### config.mk
export PLATFORM = sky130hd
export DESIGN_NAME = incremental_pid_duty_controller_core_flat
export DESIGN_NICKNAME = d
export VERILOG_FILES = /design/src/sv/ipid_pkg.sv /design/src/sv/ipid_in_if.sv /design/src/sv/ipid_out_if.sv /design/src/sv/ipid_ram.sv /design/src/sv/incremental_pid_duty_controller_core.sv /design/src/flat_wrapper.sv
export SDC_FILE = /design/constraint.sdc
export NUM_CORES = 2
export LEC_CHECK = 0
export ABC_AREA = 0
export BUFFER_PORTS_ARGS = -buffer_cell sky130_fd_sc_hd__buf_2
export CAP_MARGIN = 40
export CORE_ASPECT_RATIO = 1.1
export CORE_MARGIN = 4
export CORE_UTILIZATION = 45
export CTS_BUF_LIST = sky130_fd_sc_hd__clkbuf_4 sky130_fd_sc_hd__clkbuf_8 sky130_fd_sc_hd__clkbuf_16
export DETAILED_ROUTE_END_ITERATION = 6
export SYNTH_ARGS = -nofsm -noshare
export SYNTH_HDL_FRONTEND = slang
export SYNTH_SLANG_ARGS = --single-unit
### constraint.sdc
create_clock -name clk -period 9.62 [get_ports clk]
set_input_delay 1.924 -clock clk [delete_from_list [all_inputs] [get_ports clk]]
set_output_delay 1.924 -clock clk [all_outputs]
set_load 0.01 [all_outputs]
### src/sv/ipid_pkg.sv
`timescale 1ns / 1ps
// ---------------------------------------------------------------------------
// ipid_pkg
// Shared types, register map, widths and reset values of the incremental
// PID duty controller.
// ---------------------------------------------------------------------------
package ipid_pkg;

	// Default sizing
	localparam int CHANNELS_DEFAULT    = 2;
	localparam int SPEED_WIDTH_DEFAULT = 16;

	// Fixed field widths
	localparam int GAIN_W    = 16;
	localparam int DUTY_W    = 8;
	localparam int FRAC_BITS = 8;

	// Configuration port
	localparam int CFG_INDEX_W = 3;
	localparam int CFG_DATA_W  = GAIN_W;

	localparam logic [CFG_INDEX_W-1:0] REG_GAIN_P     = 3'd0;
	localparam logic [CFG_INDEX_W-1:0] REG_GAIN_I     = 3'd1;
	localparam logic [CFG_INDEX_W-1:0] REG_GAIN_D     = 3'd2;
	localparam logic [CFG_INDEX_W-1:0] REG_DUTY_CEIL  = 3'd3;
	localparam logic [CFG_INDEX_W-1:0] REG_DUTY_FLOOR = 3'd4;

	// Register reset values (gains in unsigned Q8.8)
	localparam logic [GAIN_W-1:0] GAIN_P_RESET     = 16'd77;
	localparam logic [GAIN_W-1:0] GAIN_I_RESET     = 16'd26;
	localparam logic [GAIN_W-1:0] GAIN_D_RESET     = 16'd128;
	localparam logic [DUTY_W-1:0] DUTY_CEIL_RESET  = 8'd100;
	localparam logic [DUTY_W-1:0] DUTY_FLOOR_RESET = 8'd45;

	// Result queue; depth must be a power of two
	localparam int OUT_DEPTH = 8;
	localparam int OUT_AW    = $clog2(OUT_DEPTH);
	localparam int OUT_CW    = $clog2(OUT_DEPTH + 1);

	// Clamp report
	typedef enum logic [1:0] {
		LIMIT_NONE  = 2'd0,
		LIMIT_CEIL  = 2'd1,
		LIMIT_FLOOR = 2'd2
	} limit_t;

endpackage

### src/sv/ipid_in_if.sv
`timescale 1ns / 1ps
// ---------------------------------------------------------------------------
// ipid_in_if
// Input channel: one speed sample for one motor loop.
// ---------------------------------------------------------------------------
interface ipid_in_if import ipid_pkg::*; #(
	parameter int SPEED_WIDTH = SPEED_WIDTH_DEFAULT
) ();
	logic                          valid;
	logic                          ready;
	logic                          channel;
	logic signed [SPEED_WIDTH-1:0] measured_speed;
	logic signed [SPEED_WIDTH-1:0] target_speed;

	modport source (output valid, channel, measured_speed, target_speed, input ready);
	modport sink   (input valid, channel, measured_speed, target_speed, output ready);
endinterface

### src/sv/ipid_out_if.sv
`timescale 1ns / 1ps
// ---------------------------------------------------------------------------
// ipid_out_if
// Output channel: clamped duty and clamp report for one sample.
// ---------------------------------------------------------------------------
interface ipid_out_if import ipid_pkg::*; ();
	logic              valid;
	logic              ready;
	logic [DUTY_W-1:0] duty;
	logic [1:0]        limit_hit;

	modport source (output valid, duty, limit_hit, input ready);
	modport sink   (input valid, duty, limit_hit, output ready);
endinterface

### src/sv/ipid_ram.sv
`timescale 1ns / 1ps
// ---------------------------------------------------------------------------
// ipid_ram
// Generic single-write, single-read RAM with registered read data.
// A read at the address being written returns the old contents.
// ---------------------------------------------------------------------------
module ipid_ram #(
	parameter int WIDTH  = 8,
	parameter int DEPTH  = 2,
	parameter int ADDR_W = (DEPTH > 1) ? $clog2(DEPTH) : 1
) (
	input  logic              clk,
	input  logic              we,
	input  logic [ADDR_W-1:0] waddr,
	input  logic [WIDTH-1:0]  wdata,
	input  logic [ADDR_W-1:0] raddr,
	output logic [WIDTH-1:0]  rdata
);

	logic [WIDTH-1:0] mem_q [DEPTH];

	always_ff @(posedge clk) begin
		if (we) begin
			mem_q[waddr] <= wdata;
		end
		rdata <= mem_q[raddr];
	end

endmodule

### src/sv/incremental_pid_duty_controller_core.sv
`timescale 1ns / 1ps
// ---------------------------------------------------------------------------
// incremental_pid_duty_controller_core
// Velocity-form PID duty controller for several motor loops, with per-loop
// error history and duty held in two small synchronous RAMs.
// ---------------------------------------------------------------------------
// Takes one sample per clock while input ready is high, also back to back
// on the same loop. A sample spends four pipeline stages (error and history,
// gain multiplies, product sum, duty update and clamp) and its result is then
// written into the result queue. The loop-carried duty update closes in the
// last stage; the history RAM and the duty RAM are each read one stage ahead
// of their use and results of the sample just ahead are forwarded. Results
// wait in an eight-entry queue; input ready drops only when eight samples are
// pending. Never-written loop entries read as zero through per-entry valid
// flags, so no clearing pass follows reset.
// ---------------------------------------------------------------------------
module incremental_pid_duty_controller_core import ipid_pkg::*; #(
	parameter int CHANNELS    = CHANNELS_DEFAULT,
	parameter int SPEED_WIDTH = SPEED_WIDTH_DEFAULT
) (
	input  logic                   clk,
	input  logic                   arst_n,
	input  logic                   cfg_we,
	input  logic [CFG_INDEX_W-1:0] cfg_index,
	input  logic [CFG_DATA_W-1:0]  cfg_data,
	ipid_in_if.sink                in_bus,
	ipid_out_if.source             out_bus
);

	localparam int CH_AW  = (CHANNELS > 1) ? $clog2(CHANNELS) : 1;
	localparam int EW     = SPEED_WIDTH + 1;      // error
	localparam int DPW    = SPEED_WIDTH + 2;      // first difference
	localparam int DDW    = SPEED_WIDTH + 3;      // second difference
	localparam int GSW    = GAIN_W + 1;           // gain as signed operand
	localparam int PPW    = DPW + GSW;
	localparam int PIW    = EW + GSW;
	localparam int PDW    = DDW + GSW;
	localparam int AW     = DDW + GSW + 2;        // signed Q30.8 product sum (default width)
	localparam int QW     = AW - FRAC_BITS;       // integer part
	localparam int ERAM_W = 2 * EW;

	// Configuration registers
	logic [GAIN_W-1:0] gain_p_q, gain_i_q, gain_d_q;
	logic [DUTY_W-1:0] duty_ceil_q, duty_floor_q;

	always_ff @(posedge clk or negedge arst_n) begin
		if (!arst_n) begin
			gain_p_q     <= GAIN_P_RESET;
			gain_i_q     <= GAIN_I_RESET;
			gain_d_q     <= GAIN_D_RESET;
			duty_ceil_q  <= DUTY_CEIL_RESET;
			duty_floor_q <= DUTY_FLOOR_RESET;
		end else if (cfg_we) begin
			unique case (cfg_index)
				REG_GAIN_P:     gain_p_q     <= cfg_data[GAIN_W-1:0];
				REG_GAIN_I:     gain_i_q     <= cfg_data[GAIN_W-1:0];
				REG_GAIN_D:     gain_d_q     <= cfg_data[GAIN_W-1:0];
				REG_DUTY_CEIL:  duty_ceil_q  <= cfg_data[DUTY_W-1:0];
				REG_DUTY_FLOOR: duty_floor_q <= cfg_data[DUTY_W-1:0];
				default: ;
			endcase
		end
	end

	// Pipeline control
	logic vld_s1, vld_s2, vld_s3, vld_s4, vld_s5;
	logic [CHANNELS-1:0] err_vld_q, duty_vld_q;
	logic [OUT_CW-1:0]   count_q;
	logic [2:0]          inflight;
	logic [OUT_CW-1:0]   pending;
	logic                in_fire, out_fire;

	assign in_fire  = in_bus.valid && in_bus.ready;
	assign out_fire = out_bus.valid && out_bus.ready;
	assign inflight = 3'(vld_s1) + 3'(vld_s2) + 3'(vld_s3) + 3'(vld_s4);
	assign pending  = count_q + OUT_CW'(inflight);
	assign in_bus.ready = (pending < OUT_CW'(OUT_DEPTH));

	// Accept: loop index and new error
	logic [CH_AW-1:0]     ch_in;
	logic signed [EW-1:0] e_in;

	assign ch_in = (CHANNELS > 1) ? CH_AW'(in_bus.channel) : '0;
	assign e_in  = EW'(in_bus.target_speed) - EW'(in_bus.measured_speed);

	// Stage 1: error history from RAM, from the sample just ahead, or zero if never written
	logic [CH_AW-1:0]     ch_s1, ch_s2, ch_s3, ch_s4, ch_s5;
	logic signed [EW-1:0] e_s1, e_s2, e1_s2;
	logic                 errv_s1;
	logic [ERAM_W-1:0]    err_rd;
	logic                 fwd_err;
	logic signed [EW-1:0] e1_res, e2_res;
	logic signed [DPW-1:0] dp, dp_s2;
	logic signed [DDW-1:0] dd, dd_s2;

	ipid_ram #(
		.WIDTH (ERAM_W),
		.DEPTH (CHANNELS),
		.ADDR_W(CH_AW)
	) u_err_ram (
		.clk  (clk),
		.we   (vld_s1),
		.waddr(ch_s1),
		.wdata({e_s1, e1_res}),
		.raddr(ch_in),
		.rdata(err_rd)
	);

	assign fwd_err = vld_s2 && (ch_s2 == ch_s1);

	always_comb begin
		if (fwd_err) begin
			e1_res = e_s2;
			e2_res = e1_s2;
		end else if (errv_s1) begin
			e1_res = err_rd[ERAM_W-1:EW];
			e2_res = err_rd[EW-1:0];
		end else begin
			e1_res = '0;
			e2_res = '0;
		end
	end

	assign dp = DPW'(e_s1) - DPW'(e1_res);
	assign dd = DDW'(e_s1) - (DDW'(e1_res) <<< 1) + DDW'(e2_res);

	// Stage 2: gain multiplies
	logic signed [GSW-1:0] gp_s, gi_s, gd_s;
	logic signed [PPW-1:0] pp, pp_s3;
	logic signed [PIW-1:0] pi, pi_s3;
	logic signed [PDW-1:0] pd, pd_s3;

	assign gp_s = $signed({1'b0, gain_p_q});
	assign gi_s = $signed({1'b0, gain_i_q});
	assign gd_s = $signed({1'b0, gain_d_q});
	assign pp   = dp_s2 * gp_s;
	assign pi   = e_s2 * gi_s;
	assign pd   = dd_s2 * gd_s;

	// Stage 3: product sum, split into integer part and fraction flag
	logic signed [AW-1:0] psum;
	logic signed [QW-1:0] q_s4;
	logic                 rnz_s4;
	logic                 dutyv_s4;
	logic [DUTY_W-1:0]    duty_rd;

	assign psum = AW'(pp_s3) + AW'(pi_s3) + AW'(pd_s3);

	// Stage 4: add held duty, truncate toward zero, clamp
	logic [DUTY_W-1:0]    duty_s5, duty_old, duty_new;
	logic signed [QW-1:0] sum, val, clip, ceil_ext, floor_ext;
	limit_t               flag;

	ipid_ram #(
		.WIDTH (DUTY_W),
		.DEPTH (CHANNELS),
		.ADDR_W(CH_AW)
	) u_duty_ram (
		.clk  (clk),
		.we   (vld_s4),
		.waddr(ch_s4),
		.wdata(duty_new),
		.raddr(ch_s3),
		.rdata(duty_rd)
	);

	always_comb begin
		if (vld_s5 && (ch_s5 == ch_s4)) begin
			duty_old = duty_s5;
		end else if (dutyv_s4) begin
			duty_old = duty_rd;
		end else begin
			duty_old = '0;
		end
	end

	// Held duty is a whole number, so the fraction only matters below zero
	assign sum       = q_s4 + QW'(duty_old);
	assign val       = sum + QW'(sum[QW-1] && rnz_s4);
	assign ceil_ext  = QW'(duty_ceil_q);
	assign floor_ext = QW'(duty_floor_q);

	// Ceiling first, then floor; floor wins when the band is inverted
	always_comb begin
		clip = val;
		flag = LIMIT_NONE;
		if (val > ceil_ext) begin
			clip = ceil_ext;
			flag = LIMIT_CEIL;
		end
		if (clip < floor_ext) begin
			clip = floor_ext;
			flag = LIMIT_FLOOR;
		end
	end

	assign duty_new = clip[DUTY_W-1:0];

	// Control registers
	always_ff @(posedge clk or negedge arst_n) begin
		if (!arst_n) begin
			vld_s1     <= 1'b0;
			vld_s2     <= 1'b0;
			vld_s3     <= 1'b0;
			vld_s4     <= 1'b0;
			vld_s5     <= 1'b0;
			err_vld_q  <= '0;
			duty_vld_q <= '0;
		end else begin
			vld_s1 <= in_fire;
			vld_s2 <= vld_s1;
			vld_s3 <= vld_s2;
			vld_s4 <= vld_s3;
			vld_s5 <= vld_s4;
			if (vld_s1) begin
				err_vld_q[ch_s1] <= 1'b1;
			end
			if (vld_s4) begin
				duty_vld_q[ch_s4] <= 1'b1;
			end
		end
	end

	// Pipeline payload
	always_ff @(posedge clk) begin
		ch_s1    <= ch_in;
		e_s1     <= e_in;
		errv_s1  <= err_vld_q[ch_in];
		ch_s2    <= ch_s1;
		e_s2     <= e_s1;
		e1_s2    <= e1_res;
		dp_s2    <= dp;
		dd_s2    <= dd;
		ch_s3    <= ch_s2;
		pp_s3    <= pp;
		pi_s3    <= pi;
		pd_s3    <= pd;
		ch_s4    <= ch_s3;
		q_s4     <= psum[AW-1:FRAC_BITS];
		rnz_s4   <= |psum[FRAC_BITS-1:0];
		dutyv_s4 <= duty_vld_q[ch_s3];
		ch_s5    <= ch_s4;
		duty_s5  <= duty_new;
	end

	// Result queue
	logic [DUTY_W-1:0] fifo_duty_q [OUT_DEPTH];
	limit_t            fifo_flag_q [OUT_DEPTH];
	logic [OUT_AW-1:0] wr_ptr_q, rd_ptr_q;

	always_ff @(posedge clk or negedge arst_n) begin
		if (!arst_n) begin
			wr_ptr_q <= '0;
			rd_ptr_q <= '0;
			count_q  <= '0;
		end else begin
			if (vld_s4) begin
				wr_ptr_q <= wr_ptr_q + 1'b1;
			end
			if (out_fire) begin
				rd_ptr_q <= rd_ptr_q + 1'b1;
			end
			count_q <= count_q + OUT_CW'(vld_s4) - OUT_CW'(out_fire);
		end
	end

	always_ff @(posedge clk) begin
		if (vld_s4) begin
			fifo_duty_q[wr_ptr_q] <= duty_new;
			fifo_flag_q[wr_ptr_q] <= flag;
		end
	end

	assign out_bus.valid     = (count_q != '0);
	assign out_bus.duty      = fifo_duty_q[rd_ptr_q];
	assign out_bus.limit_hit = fifo_flag_q[rd_ptr_q];

endmodule

### src/flat_wrapper.sv
// flat-port wrapper written by rule: the top's interface ports become plain ports
module incremental_pid_duty_controller_core_flat import ipid_pkg::*;
#(
	parameter int CHANNELS    = CHANNELS_DEFAULT,
	parameter int SPEED_WIDTH = SPEED_WIDTH_DEFAULT
)
  (clk, arst_n, cfg_we, cfg_index, cfg_data, in_bus_valid, in_bus_channel, in_bus_measured_speed, in_bus_target_speed, in_bus_ready, out_bus_valid, out_bus_duty, out_bus_limit_hit, out_bus_ready);
  ipid_in_if #(.SPEED_WIDTH(SPEED_WIDTH)) in_bus_i ();
  ipid_out_if out_bus_i ();
  input  logic clk;
  input  logic arst_n;
  input  logic cfg_we;
  input  logic [CFG_INDEX_W-1:0] cfg_index;
  input  logic [CFG_DATA_W-1:0] cfg_data;
  input wire logic [$bits(in_bus_i.valid)-1:0] in_bus_valid;
  input wire logic [$bits(in_bus_i.channel)-1:0] in_bus_channel;
  input wire logic [$bits(in_bus_i.measured_speed)-1:0] in_bus_measured_speed;
  input wire logic [$bits(in_bus_i.target_speed)-1:0] in_bus_target_speed;
  output wire logic [$bits(in_bus_i.ready)-1:0] in_bus_ready;
  output wire logic [$bits(out_bus_i.valid)-1:0] out_bus_valid;
  output wire logic [$bits(out_bus_i.duty)-1:0] out_bus_duty;
  output wire logic [$bits(out_bus_i.limit_hit)-1:0] out_bus_limit_hit;
  input wire logic [$bits(out_bus_i.ready)-1:0] out_bus_ready;
  assign in_bus_i.valid = in_bus_valid;
  assign in_bus_i.channel = in_bus_channel;
  assign in_bus_i.measured_speed = in_bus_measured_speed;
  assign in_bus_i.target_speed = in_bus_target_speed;
  assign in_bus_ready = in_bus_i.ready;
  assign out_bus_valid = out_bus_i.valid;
  assign out_bus_duty = out_bus_i.duty;
  assign out_bus_limit_hit = out_bus_i.limit_hit;
  assign out_bus_i.ready = out_bus_ready;
  incremental_pid_duty_controller_core #(.CHANNELS(CHANNELS), .SPEED_WIDTH(SPEED_WIDTH)) u_core (.clk(clk), .arst_n(arst_n), .cfg_we(cfg_we), .cfg_index(cfg_index), .cfg_data(cfg_data), .in_bus(in_bus_i), .out_bus(out_bus_i));
endmodule
==> results.yml <==
outcome:
  status: "complete, no violations"
sta:
  clock.fmax_ghz: 0.112
  post-route-period-util_pct: 93.1
  setup_viol: 0
  slew_violations: 0
  hold_violations: 0
  fin_worst_skew_ns: 0.0669
  tightest_slew_ns: 0.987
  relSlewSlack_pct: 34.2
  rsz0062_at_grt: "no"
  tns_ns: 0
  finalCriticalPeriod_ns: 8.96
critical_path:
  ff2ff_path_depth: 32
  end_kind: "flop"
  cp_max_fo: 9
  arrival_ns: 9.39
  cpPeakStageDelay_ns: 0.54
  cp.required_ns: 10.05
  reg2reg_slack_ns: 0.66
  path_class: "flop to flop"
  cp_common_cell: "nor2_1"
  startpoint_type: "flop"
  critPathSlowestCell: "nor4b_4"
global_routing:
  grt_overflow_total: 0
  grt_max_degree: 39
  grt_usage_pct: 22.0
  antenna_found_initial: 17
  grt_pass1_wl_um: 221000
  grt_pass1_vias: 39263
detailed_routing:
  wirelength_um: 137000
  first_pass_iters: 5
  wire_per_inst_um: 19.0
  ant_nets: 0
  viasPerCell: 5.13
  drcViolationCount: 0
  first_iter_violations: 1998
  via_count: 36946
min_path:
  holdPathStages: 0
  hp-class: "flop to flop"
final_layout:
  post-route-util_pct: 49.1
  seqCellArea_mm2: 0.0126
  layout-drive-gt1-share_pct: 7.87
  multi_input_area_mm2: 0.0377
  n_fill_cell: 11328
  nets: 6902
  syn_to_final_growth_pct: 7.95
clock_network:
  postCtsSetupRepairBufs: 0
  clockBufferDepth: 3
  cts_hold_buf: 0
  tritoncts: "built"
  cts_root_buf: "clkbuf_16"
  htreeDepth: 2
  numCtsBuffers: 58
  numClockSinks: 527
  cts_resized: 0
  clkLatencyLatePin_ns: 0.67
  path_clk_slew_ns: 0.06
placement:
  portBuffers: 68
  dp_hpwl_um: 110000
  place_congestion: 0.860
die:
  die_h_um: 376
  dieArea_mm2: 0.129
  core_mm2: 0.122
  io_pins: 69
  start_util_pct: 45.5
  die_w_um: 342
  fp-row-count: 134
synthesis:
  synth_most_common_cell: "inv_1"
  yosysTopAreaCell: "fa_1"
  synthTopCellsByCount: "inv_1 (1154), fa_1 (938), nand2_1 (673), and2_1 (407), ha_1 (389)"
  synthArstFlopShare_pct: 15.7
  ys_types: 94
  avgSynthCellArea_um2: 10.0
  synth_top_area_share_pct: 33.9
  ys_warn_count: 0
  synth_area_mm2: 0.0553
  seq_area_frac_synth_pct: 22.8
  synthesis.instances: 5507
  synthTopCellsByArea: "fa_1 (34%), dfxtp_1 (10%), edfxtp_1 (8.9%), ha_1 (8.8%), inv_1 (7.8%)"
  yosys_most_used_dff: "dfxtp_1"
  synth_edf_count: 164
  ys_ff_latch: 527
  syn-num-nets: 6891
job:
  cap_violations: 0
## worst max-delay path: cells and delay by family (launching register included)
kind                     cells  cell delay (ns)
AO/OA/AOI/OAI               11             2.85
adder cells (fa/ha/maj)      4             1.10
flip-flops                   1             0.34
buffers and inverters        1             0.16
multiplexers                 1             0.37
AND/OR/NAND/NOR             14             3.41
XOR/XNOR                     1             0.49
## cell families (layout without fill, tap and decap cells)
group                      after synthesis  in the layout  share of synthesized area (%)
buffers and inverters                 1336           1397                           9.11
other                                    0              4                              0
adders and majority gates             1327           1327                           42.7
xor gates and xnor gates               190            190                           3.01
and+or+nand+nor                       1511           1511                           13.2
AOI/OAI and AO/OA                      460            460                           5.49
DFF                                    527            527                           22.8
muxes                                  156            156                           3.62
## state kept, by name, indices dropped and copies added (netlist names), 4 cells and up
| name | cells |
|---|---|
| u_core.e1_s2 | 17 |
| u_core.gain_i_q | 16 |
| u_core.fifo_flag_q | 16 |
| u_core.pd_s3 | 36 |
| u_core.pi_s3 | 34 |
| u_core.duty_s5 | 8 |
| u_core.gain_d_q | 16 |
| u_core.u_err_ram.rdata | 34 |
| u_core.e_s2 | 17 |
| u_core.dp_s2 | 18 |
| u_core.duty_ceil_q | 8 |
| u_core.pp_s3 | 35 |
| u_core.gain_p_q | 16 |
| u_core.u_err_ram.mem_q | 68 |
| u_core.count_q | 4 |
| u_core.u_duty_ram.rdata | 8 |
| u_core.e_s1 | 17 |
| u_core.fifo_duty_q | 64 |
| u_core.q_s4 | 29 |
| u_core.u_duty_ram.mem_q | 16 |
| u_core.dd_s2 | 19 |
| u_core.duty_floor_q | 8 |
## layer usage
metal	GRT usage [%]	up-vias	part of all wire (%)
met1	29.6	19003	43
met2	38.3	780	50
met3	2.57	154	4.6
met4	5.04	10	2.5
met5	0	-	0.044
li1	-	16999	-
## worst paths after layout
kind,start,end
hold reg to reg,u_core.vld_s3,u_core.vld_s4
setup reg to reg,u_core.ch_s4,u_core.fifo_flag_q[5][0]
min in group asynchronous,arst_n,u_core.duty_vld_q[1]
setup / recovery,u_core.ch_s4,u_core.fifo_flag_q[5][0]
hold / removal,u_core.vld_s3,u_core.vld_s4
max in group asynchronous,arst_n,u_core.gain_p_q[6]
## final cells by class
type	count	share of cell area (%)
Multi-Input combinational cell	3644	63.1
Sequential cell	527	21.1
Inverter	1155	7.26
Tap cell	1632	3.42
Clock buffer	84	2.81
Timing Repair Buffer	132	1.55
Clock inverter	26	0.706
Antenna cell	4	0.0168
## placed cells by master, fill, tap and decap left out, types with 29 or more instances in the layout
cell type | netlist | final
dfxtp_1 | 280 | 280
nand3_1 | 91 | 91
edfxtp_1 | 164 | 164
clkbuf_16 | 0 | 58
fa_1 | 938 | 938
nand2b_1 | 29 | 29
inv_1 | 1154 | 1154
xnor2_1 | 145 | 145
a21oi_1 | 121 | 121
mux2_2 | 122 | 122
buf_4 | 1 | 52
ha_1 | 389 | 389
buf_2 | 9 | 68
a21o_1 | 48 | 48
and2_1 | 407 | 406
nand2_1 | 673 | 673
dfrtp_1 | 68 | 68
o21ai_0 | 106 | 106
nor2_1 | 148 | 148
xor2_1 | 45 | 45
nor3_1 | 43 | 41
## metrics by stage
step	cell area, um^2	setup WS [ns]	cells	hold slack (ns)
global route	59700	0.000850	7200	0.388
finish	59700	0.662	7204	0.376
global placement	57400	0.805	7074	0.361
floorplan	55300	2.25	5507	0.329
CTS	59700	0.576	7199	0.379
detailed placement	57600	0.622	7089	0.365
Power is left out: the tool's default activity adds up to more than one toggle a clock period on the data nets, which glitch-free logic cannot reach.
